### src/sv/rgbhsv_pkg.sv
// ----------------------------------------------------------------------------
// rgbhsv_pkg - shared types and constants for the RGB to HSV converter
// Holds channel widths, the classified pixel record and the queue status.
// ----------------------------------------------------------------------------
package rgbhsv_pkg;

	localparam int CH_W    = 8;   // one color channel
	localparam int DEN_W   = 11;  // holds six times the widest spread (1530)
	localparam int OUT_W   = 16;  // hue and saturation fields
	localparam int Q_DEPTH = 2;   // entries in the front-to-back queue

	// hue sector offsets, in units of the spread
	localparam int OFS_GREEN = 2;
	localparam int OFS_BLUE  = 4;
	localparam int OFS_WRAP  = 6;

	typedef enum logic [1:0] {
		SECT_RED,
		SECT_GREEN,
		SECT_BLUE
	} sector_t;

	// one pixel after classification, ready for the dividers
	typedef struct packed {
		logic [CH_W-1:0]  bright;   // largest channel
		logic [CH_W-1:0]  spread;   // max minus min
		logic [DEN_W-1:0] hue_num;  // offset * spread + sector numerator
		logic [DEN_W-1:0] hue_den;  // six times the spread
		logic             grey;     // spread is zero
		logic             full;     // min is zero on a nonblack pixel: saturation hits the top code
	} pix_class_t;

	typedef struct packed {
		logic full;
		logic empty;
	} q_stat_t;

endpackage

### src/sv/rgb_to_hsv_converter.sv
// ----------------------------------------------------------------------------
// rgb_to_hsv_converter - 8-bit RGB pixel to fixed-point HSV
// Throughput: one pixel per clock; busy stays low while the dividers flow.
// Path: a taken pixel passes the intake register, the queue entry, the
// one-bit-per-stage divider pipelines and the output register before
// its result beat is taken.
// Reset: arst_n clears all valid bits and queue pointers at once; no sweep.
// ----------------------------------------------------------------------------
module rgb_to_hsv_converter import rgbhsv_pkg::*; #(
	parameter int FRACTION_BITS = 16
) (
	input  logic             clk,
	input  logic             arst_n,
	input  logic             start,
	input  logic [CH_W-1:0]  red,
	input  logic [CH_W-1:0]  green,
	input  logic [CH_W-1:0]  blue,
	output logic             busy,
	output logic             done,
	output logic [OUT_W-1:0] hue,
	output logic [OUT_W-1:0] saturation,
	output logic [CH_W-1:0]  brightness
);

	localparam int LATENCY = FRACTION_BITS + 3;

	logic       push;
	logic       pop;
	pix_class_t front_item;
	pix_class_t back_item;
	q_stat_t    q_stat;

	// Front end: take a pixel beat, find max/min/sector, hold it until the
	// queue has room. busy only rises if the queue backs up.
	rgbhsv_front u_front (
		.clk    (clk),
		.arst_n (arst_n),
		.start  (start),
		.red    (red),
		.green  (green),
		.blue   (blue),
		.q_stat (q_stat),
		.busy   (busy),
		.push   (push),
		.item   (front_item)
	);

	// Queue: parts intake from arithmetic so each side advances on its own.
	rgbhsv_fifo u_fifo (
		.clk    (clk),
		.arst_n (arst_n),
		.push   (push),
		.din    (front_item),
		.pop    (pop),
		.dout   (back_item),
		.q_stat (q_stat)
	);

	// Back end never stalls, so drain the queue whenever it holds a beat.
	assign pop = !q_stat.empty;

	// Back end: two divider pipelines, clamp, and the output register that
	// drives the one-cycle result strobe.
	rgbhsv_back #(
		.FRACTION_BITS (FRACTION_BITS)
	) u_back (
		.clk        (clk),
		.arst_n     (arst_n),
		.in_valid   (pop),
		.item       (back_item),
		.done       (done),
		.hue        (hue),
		.saturation (saturation),
		.brightness (brightness)
	);

	// Every taken pixel must produce its done beat LATENCY later.
	a_latency: assert property (@(posedge clk) disable iff (!arst_n)
		(start && !busy) |-> ##LATENCY done)
		else $error("result beat missing at fixed latency");

	// Black pixel: hue and saturation both zero.
	a_black: assert property (@(posedge clk) disable iff (!arst_n)
		(done && brightness == '0) |-> (saturation == '0 && hue == '0))
		else $error("black pixel with nonzero hue or saturation");

	// Nonzero hue needs a nonzero spread, hence nonzero saturation.
	a_hue_sat: assert property (@(posedge clk) disable iff (!arst_n)
		(done && hue != '0) |-> (saturation != '0))
		else $error("nonzero hue on a pixel with zero saturation");

endmodule

### src/sv/rgbhsv_front.sv
// ----------------------------------------------------------------------------
// rgbhsv_front - pixel intake and classification
// Finds max, min and sector, forms the hue numerator and denominator.
// ----------------------------------------------------------------------------
module rgbhsv_front import rgbhsv_pkg::*; (
	input  logic            clk,
	input  logic            arst_n,
	input  logic            start,
	input  logic [CH_W-1:0] red,
	input  logic [CH_W-1:0] green,
	input  logic [CH_W-1:0] blue,
	input  q_stat_t         q_stat,
	output logic            busy,
	output logic            push,
	output pix_class_t      item
);

	logic             vld_s1;
	pix_class_t       item_s1;
	logic             accept;
	sector_t          sector;
	logic [CH_W-1:0]  mx;
	logic [CH_W-1:0]  mn;
	logic [CH_W-1:0]  d;
	logic [DEN_W-1:0] d_w;
	logic [DEN_W-1:0] r_w;
	logic [DEN_W-1:0] g_w;
	logic [DEN_W-1:0] b_w;
	logic [DEN_W-1:0] den6;
	logic [DEN_W-1:0] num;

	assign push   = vld_s1 && !q_stat.full;
	assign busy   = vld_s1 && q_stat.full;
	assign accept = start && !busy;
	assign item   = item_s1;

	// ties go to red, then green
	always_comb begin
		if (red >= green && red >= blue) begin
			sector = SECT_RED;
		end else if (green >= blue) begin
			sector = SECT_GREEN;
		end else begin
			sector = SECT_BLUE;
		end
	end

	always_comb begin
		mn = red;
		if (green < mn) begin
			mn = green;
		end
		if (blue < mn) begin
			mn = blue;
		end
	end

	always_comb begin
		case (sector)
			SECT_RED:   mx = red;
			SECT_GREEN: mx = green;
			SECT_BLUE:  mx = blue;
			default:    mx = red;
		endcase
	end

	assign d    = mx - mn;
	assign d_w  = DEN_W'(d);
	assign r_w  = DEN_W'(red);
	assign g_w  = DEN_W'(green);
	assign b_w  = DEN_W'(blue);
	assign den6 = DEN_W'(d_w * DEN_W'(OFS_WRAP));

	// sums stay in range, so modular arithmetic gives the true value
	always_comb begin
		case (sector)
			SECT_RED: begin
				if (green >= blue) begin
					num = g_w - b_w;
				end else begin
					num = den6 + g_w - b_w;
				end
			end
			SECT_GREEN: num = DEN_W'(d_w * DEN_W'(OFS_GREEN)) + b_w - r_w;
			SECT_BLUE:  num = DEN_W'(d_w * DEN_W'(OFS_BLUE)) + r_w - g_w;
			default:    num = '0;
		endcase
	end

	always_ff @(posedge clk or negedge arst_n) begin
		if (!arst_n) begin
			vld_s1 <= 1'b0;
		end else if (accept) begin
			vld_s1 <= 1'b1;
		end else if (push) begin
			vld_s1 <= 1'b0;
		end
	end

	always_ff @(posedge clk) begin
		if (accept) begin
			item_s1.bright  <= mx;
			item_s1.spread  <= d;
			item_s1.hue_num <= num;
			item_s1.hue_den <= den6;
			item_s1.grey    <= (d == '0);
			item_s1.full    <= (mn == '0) && (mx != '0);
		end
	end

endmodule

### src/sv/rgbhsv_fifo.sv
// ----------------------------------------------------------------------------
// rgbhsv_fifo - short queue between intake and arithmetic
// Decouples the classifier from the divider pipelines.
// ----------------------------------------------------------------------------
module rgbhsv_fifo import rgbhsv_pkg::*; (
	input  logic       clk,
	input  logic       arst_n,
	input  logic       push,
	input  pix_class_t din,
	input  logic       pop,
	output pix_class_t dout,
	output q_stat_t    q_stat
);

	localparam int PTR_W = (Q_DEPTH > 1) ? $clog2(Q_DEPTH) : 1;
	localparam int CNT_W = $clog2(Q_DEPTH + 1);

	pix_class_t       entry_q [Q_DEPTH];
	logic [PTR_W-1:0] wr_ptr_q;
	logic [PTR_W-1:0] rd_ptr_q;
	logic [CNT_W-1:0] cnt_q;
	logic             do_push;
	logic             do_pop;

	assign q_stat.full  = (cnt_q == CNT_W'(Q_DEPTH));
	assign q_stat.empty = (cnt_q == '0);
	assign do_push      = push && !q_stat.full;
	assign do_pop       = pop && !q_stat.empty;
	assign dout         = entry_q[rd_ptr_q];

	always_ff @(posedge clk or negedge arst_n) begin
		if (!arst_n) begin
			wr_ptr_q <= '0;
			rd_ptr_q <= '0;
			cnt_q    <= '0;
		end else begin
			if (do_push) begin
				wr_ptr_q <= (wr_ptr_q == PTR_W'(Q_DEPTH - 1)) ? '0 : wr_ptr_q + 1'b1;
			end
			if (do_pop) begin
				rd_ptr_q <= (rd_ptr_q == PTR_W'(Q_DEPTH - 1)) ? '0 : rd_ptr_q + 1'b1;
			end
			if (do_push && !do_pop) begin
				cnt_q <= cnt_q + 1'b1;
			end else if (do_pop && !do_push) begin
				cnt_q <= cnt_q - 1'b1;
			end
		end
	end

	always_ff @(posedge clk) begin
		if (do_push) begin
			entry_q[wr_ptr_q] <= din;
		end
	end

endmodule

### src/sv/rgbhsv_div.sv
// ----------------------------------------------------------------------------
// rgbhsv_div - pipelined restoring divider
// Computes (num << QBITS) / den for num < den, one quotient bit per stage.
// ----------------------------------------------------------------------------
module rgbhsv_div #(
	parameter int QBITS = 16,
	parameter int DW    = 11,
	parameter int TW    = 1
) (
	input  logic             clk,
	input  logic             arst_n,
	input  logic             in_valid,
	input  logic [DW-1:0]    num,
	input  logic [DW-1:0]    den,
	input  logic [TW-1:0]    tag,
	output logic             out_valid,
	output logic [QBITS-1:0] quo,
	output logic [TW-1:0]    out_tag
);

	logic             vld_s [1:QBITS];
	logic [QBITS-1:0] quo_s [1:QBITS];
	logic [TW-1:0]    tag_s [1:QBITS];
	logic [DW-1:0]    rem_s [1:QBITS-1];
	logic [DW-1:0]    den_s [1:QBITS-1];

	for (genvar k = 1; k <= QBITS; k++) begin : g_stage
		logic             vld_in;
		logic [DW-1:0]    rem_in;
		logic [DW-1:0]    den_in;
		logic [QBITS-1:0] quo_in;
		logic [TW-1:0]    tag_in;
		logic [DW:0]      rem2;
		logic [DW:0]      diff;
		logic             ge;

		if (k == 1) begin : g_first
			assign vld_in = in_valid;
			assign rem_in = num;
			assign den_in = den;
			assign quo_in = '0;
			assign tag_in = tag;
		end else begin : g_next
			assign vld_in = vld_s[k-1];
			assign rem_in = rem_s[k-1];
			assign den_in = den_s[k-1];
			assign quo_in = quo_s[k-1];
			assign tag_in = tag_s[k-1];
		end

		assign rem2 = {rem_in, 1'b0};
		assign diff = rem2 - {1'b0, den_in};
		assign ge   = (rem2 >= {1'b0, den_in});

		always_ff @(posedge clk or negedge arst_n) begin
			if (!arst_n) begin
				vld_s[k] <= 1'b0;
			end else begin
				vld_s[k] <= vld_in;
			end
		end

		always_ff @(posedge clk) begin
			quo_s[k] <= {quo_in[QBITS-2:0], ge};
			tag_s[k] <= tag_in;
		end

		// last stage needs no remainder
		if (k < QBITS) begin : g_rem
			always_ff @(posedge clk) begin
				rem_s[k] <= ge ? diff[DW-1:0] : rem2[DW-1:0];
				den_s[k] <= den_in;
			end
		end
	end

	assign out_valid = vld_s[QBITS];
	assign quo       = quo_s[QBITS];
	assign out_tag   = tag_s[QBITS];

endmodule

### src/sv/rgbhsv_back.sv
// ----------------------------------------------------------------------------
// rgbhsv_back - arithmetic back end
// Runs hue and saturation dividers side by side and registers the result.
// ----------------------------------------------------------------------------
module rgbhsv_back import rgbhsv_pkg::*; #(
	parameter int FRACTION_BITS = 16
) (
	input  logic             clk,
	input  logic             arst_n,
	input  logic             in_valid,
	input  pix_class_t       item,
	output logic             done,
	output logic [OUT_W-1:0] hue,
	output logic [OUT_W-1:0] saturation,
	output logic [CH_W-1:0]  brightness
);

	localparam int CW = (FRACTION_BITS > OUT_W) ? FRACTION_BITS : OUT_W;
	localparam logic [CW-1:0] TOP_CODE = CW'((64'd1 << FRACTION_BITS) - 64'd1);
	localparam logic [CW-1:0] LIM =
		(FRACTION_BITS > OUT_W) ? CW'({OUT_W{1'b1}}) : TOP_CODE;

	logic                     sat_vld;
	logic                     hue_vld;
	logic [FRACTION_BITS-1:0] sat_quo;
	logic [FRACTION_BITS-1:0] hue_quo;
	logic [CH_W:0]            sat_tag;
	logic                     hue_grey;
	logic [CH_W-1:0]          bright;
	logic                     full;
	logic [CW-1:0]            sq;
	logic [CW-1:0]            hq;
	logic [CW-1:0]            sat_c;
	logic [CW-1:0]            hue_c;
	logic                     done_q;
	logic [OUT_W-1:0]         hue_q;
	logic [OUT_W-1:0]         sat_q;
	logic [CH_W-1:0]          bright_q;

	rgbhsv_div #(
		.QBITS (FRACTION_BITS),
		.DW    (CH_W),
		.TW    (CH_W + 1)
	) u_sat_div (
		.clk       (clk),
		.arst_n    (arst_n),
		.in_valid  (in_valid),
		.num       (item.spread),
		.den       (item.bright),
		.tag       ({item.bright, item.full}),
		.out_valid (sat_vld),
		.quo       (sat_quo),
		.out_tag   (sat_tag)
	);

	rgbhsv_div #(
		.QBITS (FRACTION_BITS),
		.DW    (DEN_W),
		.TW    (1)
	) u_hue_div (
		.clk       (clk),
		.arst_n    (arst_n),
		.in_valid  (in_valid),
		.num       (item.hue_num),
		.den       (item.hue_den),
		.tag       (item.grey),
		.out_valid (hue_vld),
		.quo       (hue_quo),
		.out_tag   (hue_grey)
	);

	assign bright = sat_tag[CH_W:1];
	assign full   = sat_tag[0];
	assign sq     = CW'(sat_quo);
	assign hq     = CW'(hue_quo);

	// black reads zero; full spread, or a quotient above LIM, pins to LIM
	always_comb begin
		if (bright == '0) begin
			sat_c = '0;
		end else if (full || sq > LIM) begin
			sat_c = LIM;
		end else begin
			sat_c = sq;
		end
	end

	always_comb begin
		if (hue_grey) begin
			hue_c = '0;
		end else if (hq > LIM) begin
			hue_c = LIM;
		end else begin
			hue_c = hq;
		end
	end

	always_ff @(posedge clk or negedge arst_n) begin
		if (!arst_n) begin
			done_q <= 1'b0;
		end else begin
			done_q <= sat_vld && hue_vld;
		end
	end

	always_ff @(posedge clk) begin
		if (sat_vld) begin
			hue_q    <= hue_c[OUT_W-1:0];
			sat_q    <= sat_c[OUT_W-1:0];
			bright_q <= bright;
		end
	end

	assign done       = done_q;
	assign hue        = hue_q;
	assign saturation = sat_q;
	assign brightness = bright_q;

endmodule
### config.mk
export PLATFORM = sky130hd
export DESIGN_NAME = rgb_to_hsv_converter
export DESIGN_NICKNAME = d
export VERILOG_FILES = /design/src/sv/rgbhsv_pkg.sv /design/src/sv/rgb_to_hsv_converter.sv /design/src/sv/rgbhsv_front.sv /design/src/sv/rgbhsv_fifo.sv /design/src/sv/rgbhsv_div.sv /design/src/sv/rgbhsv_back.sv
export SDC_FILE = /design/constraint.sdc
export NUM_CORES = 2
export LEC_CHECK = 0
export BUFFER_PORTS_ARGS = -buffer_cell sky130_fd_sc_hd__buf_2
export CORE_UTILIZATION = 60
export DETAILED_ROUTE_END_ITERATION = 8
export GPL_TIMING_DRIVEN = 0
export HOLD_SLACK_MARGIN = 0.06
export PLACE_DENSITY_LB_ADDON = 0.08
export REMOVE_ABC_BUFFERS = 1
export SYNTH_ARGS = -nofsm -noshare
export SYNTH_HDL_FRONTEND = slang
export SYNTH_SLANG_ARGS = --single-unit
### constraint.sdc
create_clock -name clk -period 5.9 [get_ports clk]
set_clock_uncertainty 0.05 [all_clocks]
set_input_delay 0.295 -clock clk [delete_from_list [all_inputs] [get_ports clk]]
set_output_delay 0.295 -clock clk [all_outputs]
set_load 0.03 [all_outputs]
==> flow_summary.ini <==
[yosys]
yosys.area.top_type = dfxtp_1
synthFlopType = dfxtp_1
synth_area_leaders = dfxtp_1, edfxtp_1, ha_1
async_flop_share_pct = 2.14
synth_edf_count = 154
syn_inst = 3830
syn_area_per_cell_um2 = 10.8
yosysTopAreaCellShare_pct = 41.4
ys_types = 75
ys_seq_area_share_pct = 54.0
synth_area_mm2 = 0.0412
yosysWarnings = 0
ys_ff_latch = 1028

[grt]
antenna_found_initial = 0
grt_pass1_wl_um = 119000
grt_overflow = 0
grt.total_usage_pct = 20.7
grt_pass1_vias = 25800
grt_max_degree = 39

[placed_design]
gp_congestion = 0.858
portBuffers = 68
post-dp-hpwl_um = 51100
place_worst_setup_slack_ns = -3.63

[finish]
final_common_cell = dfxtp_1
regArea_mm2 = 0.0222
fillers = 4895
area_growth_pct = 15.7
antennaDiodeCount = 0
multi_input_area_mm2 = 0.0176
final_nets = 4490
drive_gt1_share_pct = 14.4
mostFrequentLayoutCells = dfxtp_1, inv_1, ha_1

[cts]
htree_levels = 3
clk_latency_ns = 0.65
root_buffer = clkbuf_16
clkTransAtPathRegs_ns = 0.06
cts_tree = done
cts.path.max_buffers = 3
cts_buffers = 97
cts_sinks = 1028

[hold_path]
hold_path_depth = 3
min_path_type = in -> reg

[worst_setup_path]
cp-startpoint = red[0]
r2r_end = u_back.u_hue_div.rem_s[0][20]
critPathTopFamily = compound AO/OA/AOI/OAI gates
critPathCaptureType = register
critPathKind = in -> reg
critPathMaxStageDelay_ns = 0.52
reg2reg_slack_ns = 1.66
cp.arrival_ns = 7.10
reg2reg_depth = 14
reg2reg_from = u_fifo.rd_ptr_q
critPathBufInv = 6
cp-endpoint = u_front.item[23]
crit_fanout = 7
worstPathRequired_ns = 6.22
crit_path_start_kind = primary input
crit_cells = 38
slowest_stage = fa_1

[status]
outcome = finished with violations
violations = negative setup slack

[floorplanning]
dieWidth_um = 264
dieArea_mm2 = 0.0697
start_util_pct = 61.0
io_pins = 69
num_rows = 95
dieHeight_um = 264
core-area_mm2 = 0.0675

[job]
cap_violations = 0

[timing]
setup_slack_ns = -0.882
period_needed_ns = 6.78
rsz0062_at_grt = yes
holdWs_ns = 0.153
hold_viol = 0
slew_headroom_pct = 33.8
max_freq_mhz = 147
drv_slew = 0
post-route-period-util_pct = 115
setup_viol = 8
tightest_slew_ns = 0.993

[detailed_routing]
dr.first_iter.drc_count = 1079
drtPass1Iterations = 5
drc = 0
wirelength_um = 72000
dr_total_vias = 25900
wl_per_cell_um = 14.4
drtAntennaViolNets = 0
avgViaCountPerCell = 5.18
[stage by stage]
| stage | util (%) | TNS, ns | instance area, um^2 | instances |
|---|---|---|---|---|
| after floorplan | - | -9.37 | 41100 | 3795 |
| after detailed placement | 63.1 | -39.51 | 42600 | 4741 |
| final | 70.6 | -4.48 | 47700 | 5000 |
| after global routing | 70.6 | -5.53 | 47700 | 5000 |
| after global placement | 62.9 | -45.87 | 42500 | 4736 |
| after CTS | 69.9 | -3.10 | 47200 | 4983 |
[cell families after synthesis]
logic type	count (synthesis)	synth area share [%]
AOI/OAI and AO/OA	694	10.6
xor gates and xnor gates	147	3.16
adders and majority gates	421	13.7
buffers and inverters	591	5.41
DFF	1028	54.0
muxes	163	4.36
and+or+nand+nor	786	8.84
[timing repair]
action,CTS,global route
endpoints found under the setup margin,19,10
hold buffers,5,0
setup buffers,55,21
pin swaps,48,44
resized for setup,127,61
cloned,2,0
endpoints found under the hold margin,24,0
[per-layer routing]
layer | wire [um] | up-vias | global-route usage (%)
met5 | 0 | - | 0
met4 | 2390 | 0 | 7.54
met3 | 2400 | 172 | 3.25
met2 | 35700 | 405 | 36.9
met1 | 31400 | 12000 | 25.2
li1 | - | 13300 | -
[final cells by class]
type / count / area share, %
Sequential cell: 1028 / 46.6
Multi-Input combinational cell: 2213 / 36.9
Clock buffer: 122 / 5.65
Inverter: 556 / 4.43
Tap cell: 873 / 2.29
Timing Repair Buffer: 147 / 2.27
Clock inverter: 61 / 1.85
[cells in the mapped netlist, drive strengths merged, types with 4 or more instances]
cell type	number
a211o	9
a211oi	14
a21boi	71
a21o	27
a21oi	134
a221oi	17
a311oi	16
a31oi	9
and2	4
and3	29
buf	6
clkbuf	29
dfrtp	22
dfxtp	852
edfxtp	154
fa	51
ha	369
inv	556
mux2	119
mux2i	43
nand2	221
nand2b	34
nand3	34
nand4	44
nor2	287
nor2b	84
nor3	28
nor4	5
o21a	54
o21ai	250
o21bai	12
o22ai	5
o31a	20
o31ai	40
xnor2	92
xor2	54
[worst reg2reg max path: stages, from the launching register on]
cell,delay [ns]
dfrtp_2,0.47
buf_12,0.26
mux2i_1,0.46
inv_1,0.09
ha_1,0.30
nor2b_1,0.13
o21ai_0,0.20
a21oi_1,0.12
o21ai_0,0.22
a21oi_1,0.12
o21ai_0,0.21
a21oi_1,0.14
o31a_1,0.36
nor2_1,0.57
mux2_2,0.41
[state kept, by name, indices dropped and copies added (netlist names), 25 cells and up]
name and cells:
u_front.item 38, u_fifo.entry_q 76, u_back.u_sat_div.rem_s 120, u_back.u_hue_div.rem_s 150
u_back.u_hue_div.quo_s 136, u_back.u_sat_div.quo_s 136, u_back.u_sat_div.tag_s 25, u_back.u_hue_div.den_s 150
u_back.u_sat_div.den_s 119
[how the worst min path moves through the flow]
stage	slack (ns)	from	end
after floorplan	-0.05	arst_n	u_back.done
after global routing	0.12	red[2]	u_front.item[34]
after detailed placement	0.22	arst_n	u_back.u_sat_div.g_stage[10].vld_in
after global placement	0.22	arst_n	u_back.u_sat_div.g_stage[10].vld_in
after CTS	0.06	red[2]	u_front.item[34]
final	0.15	red[2]	u_front.item[34]
Power is left out: the tool's default activity adds up to more than one toggle a clock period on the data nets, which glitch-free logic cannot reach.
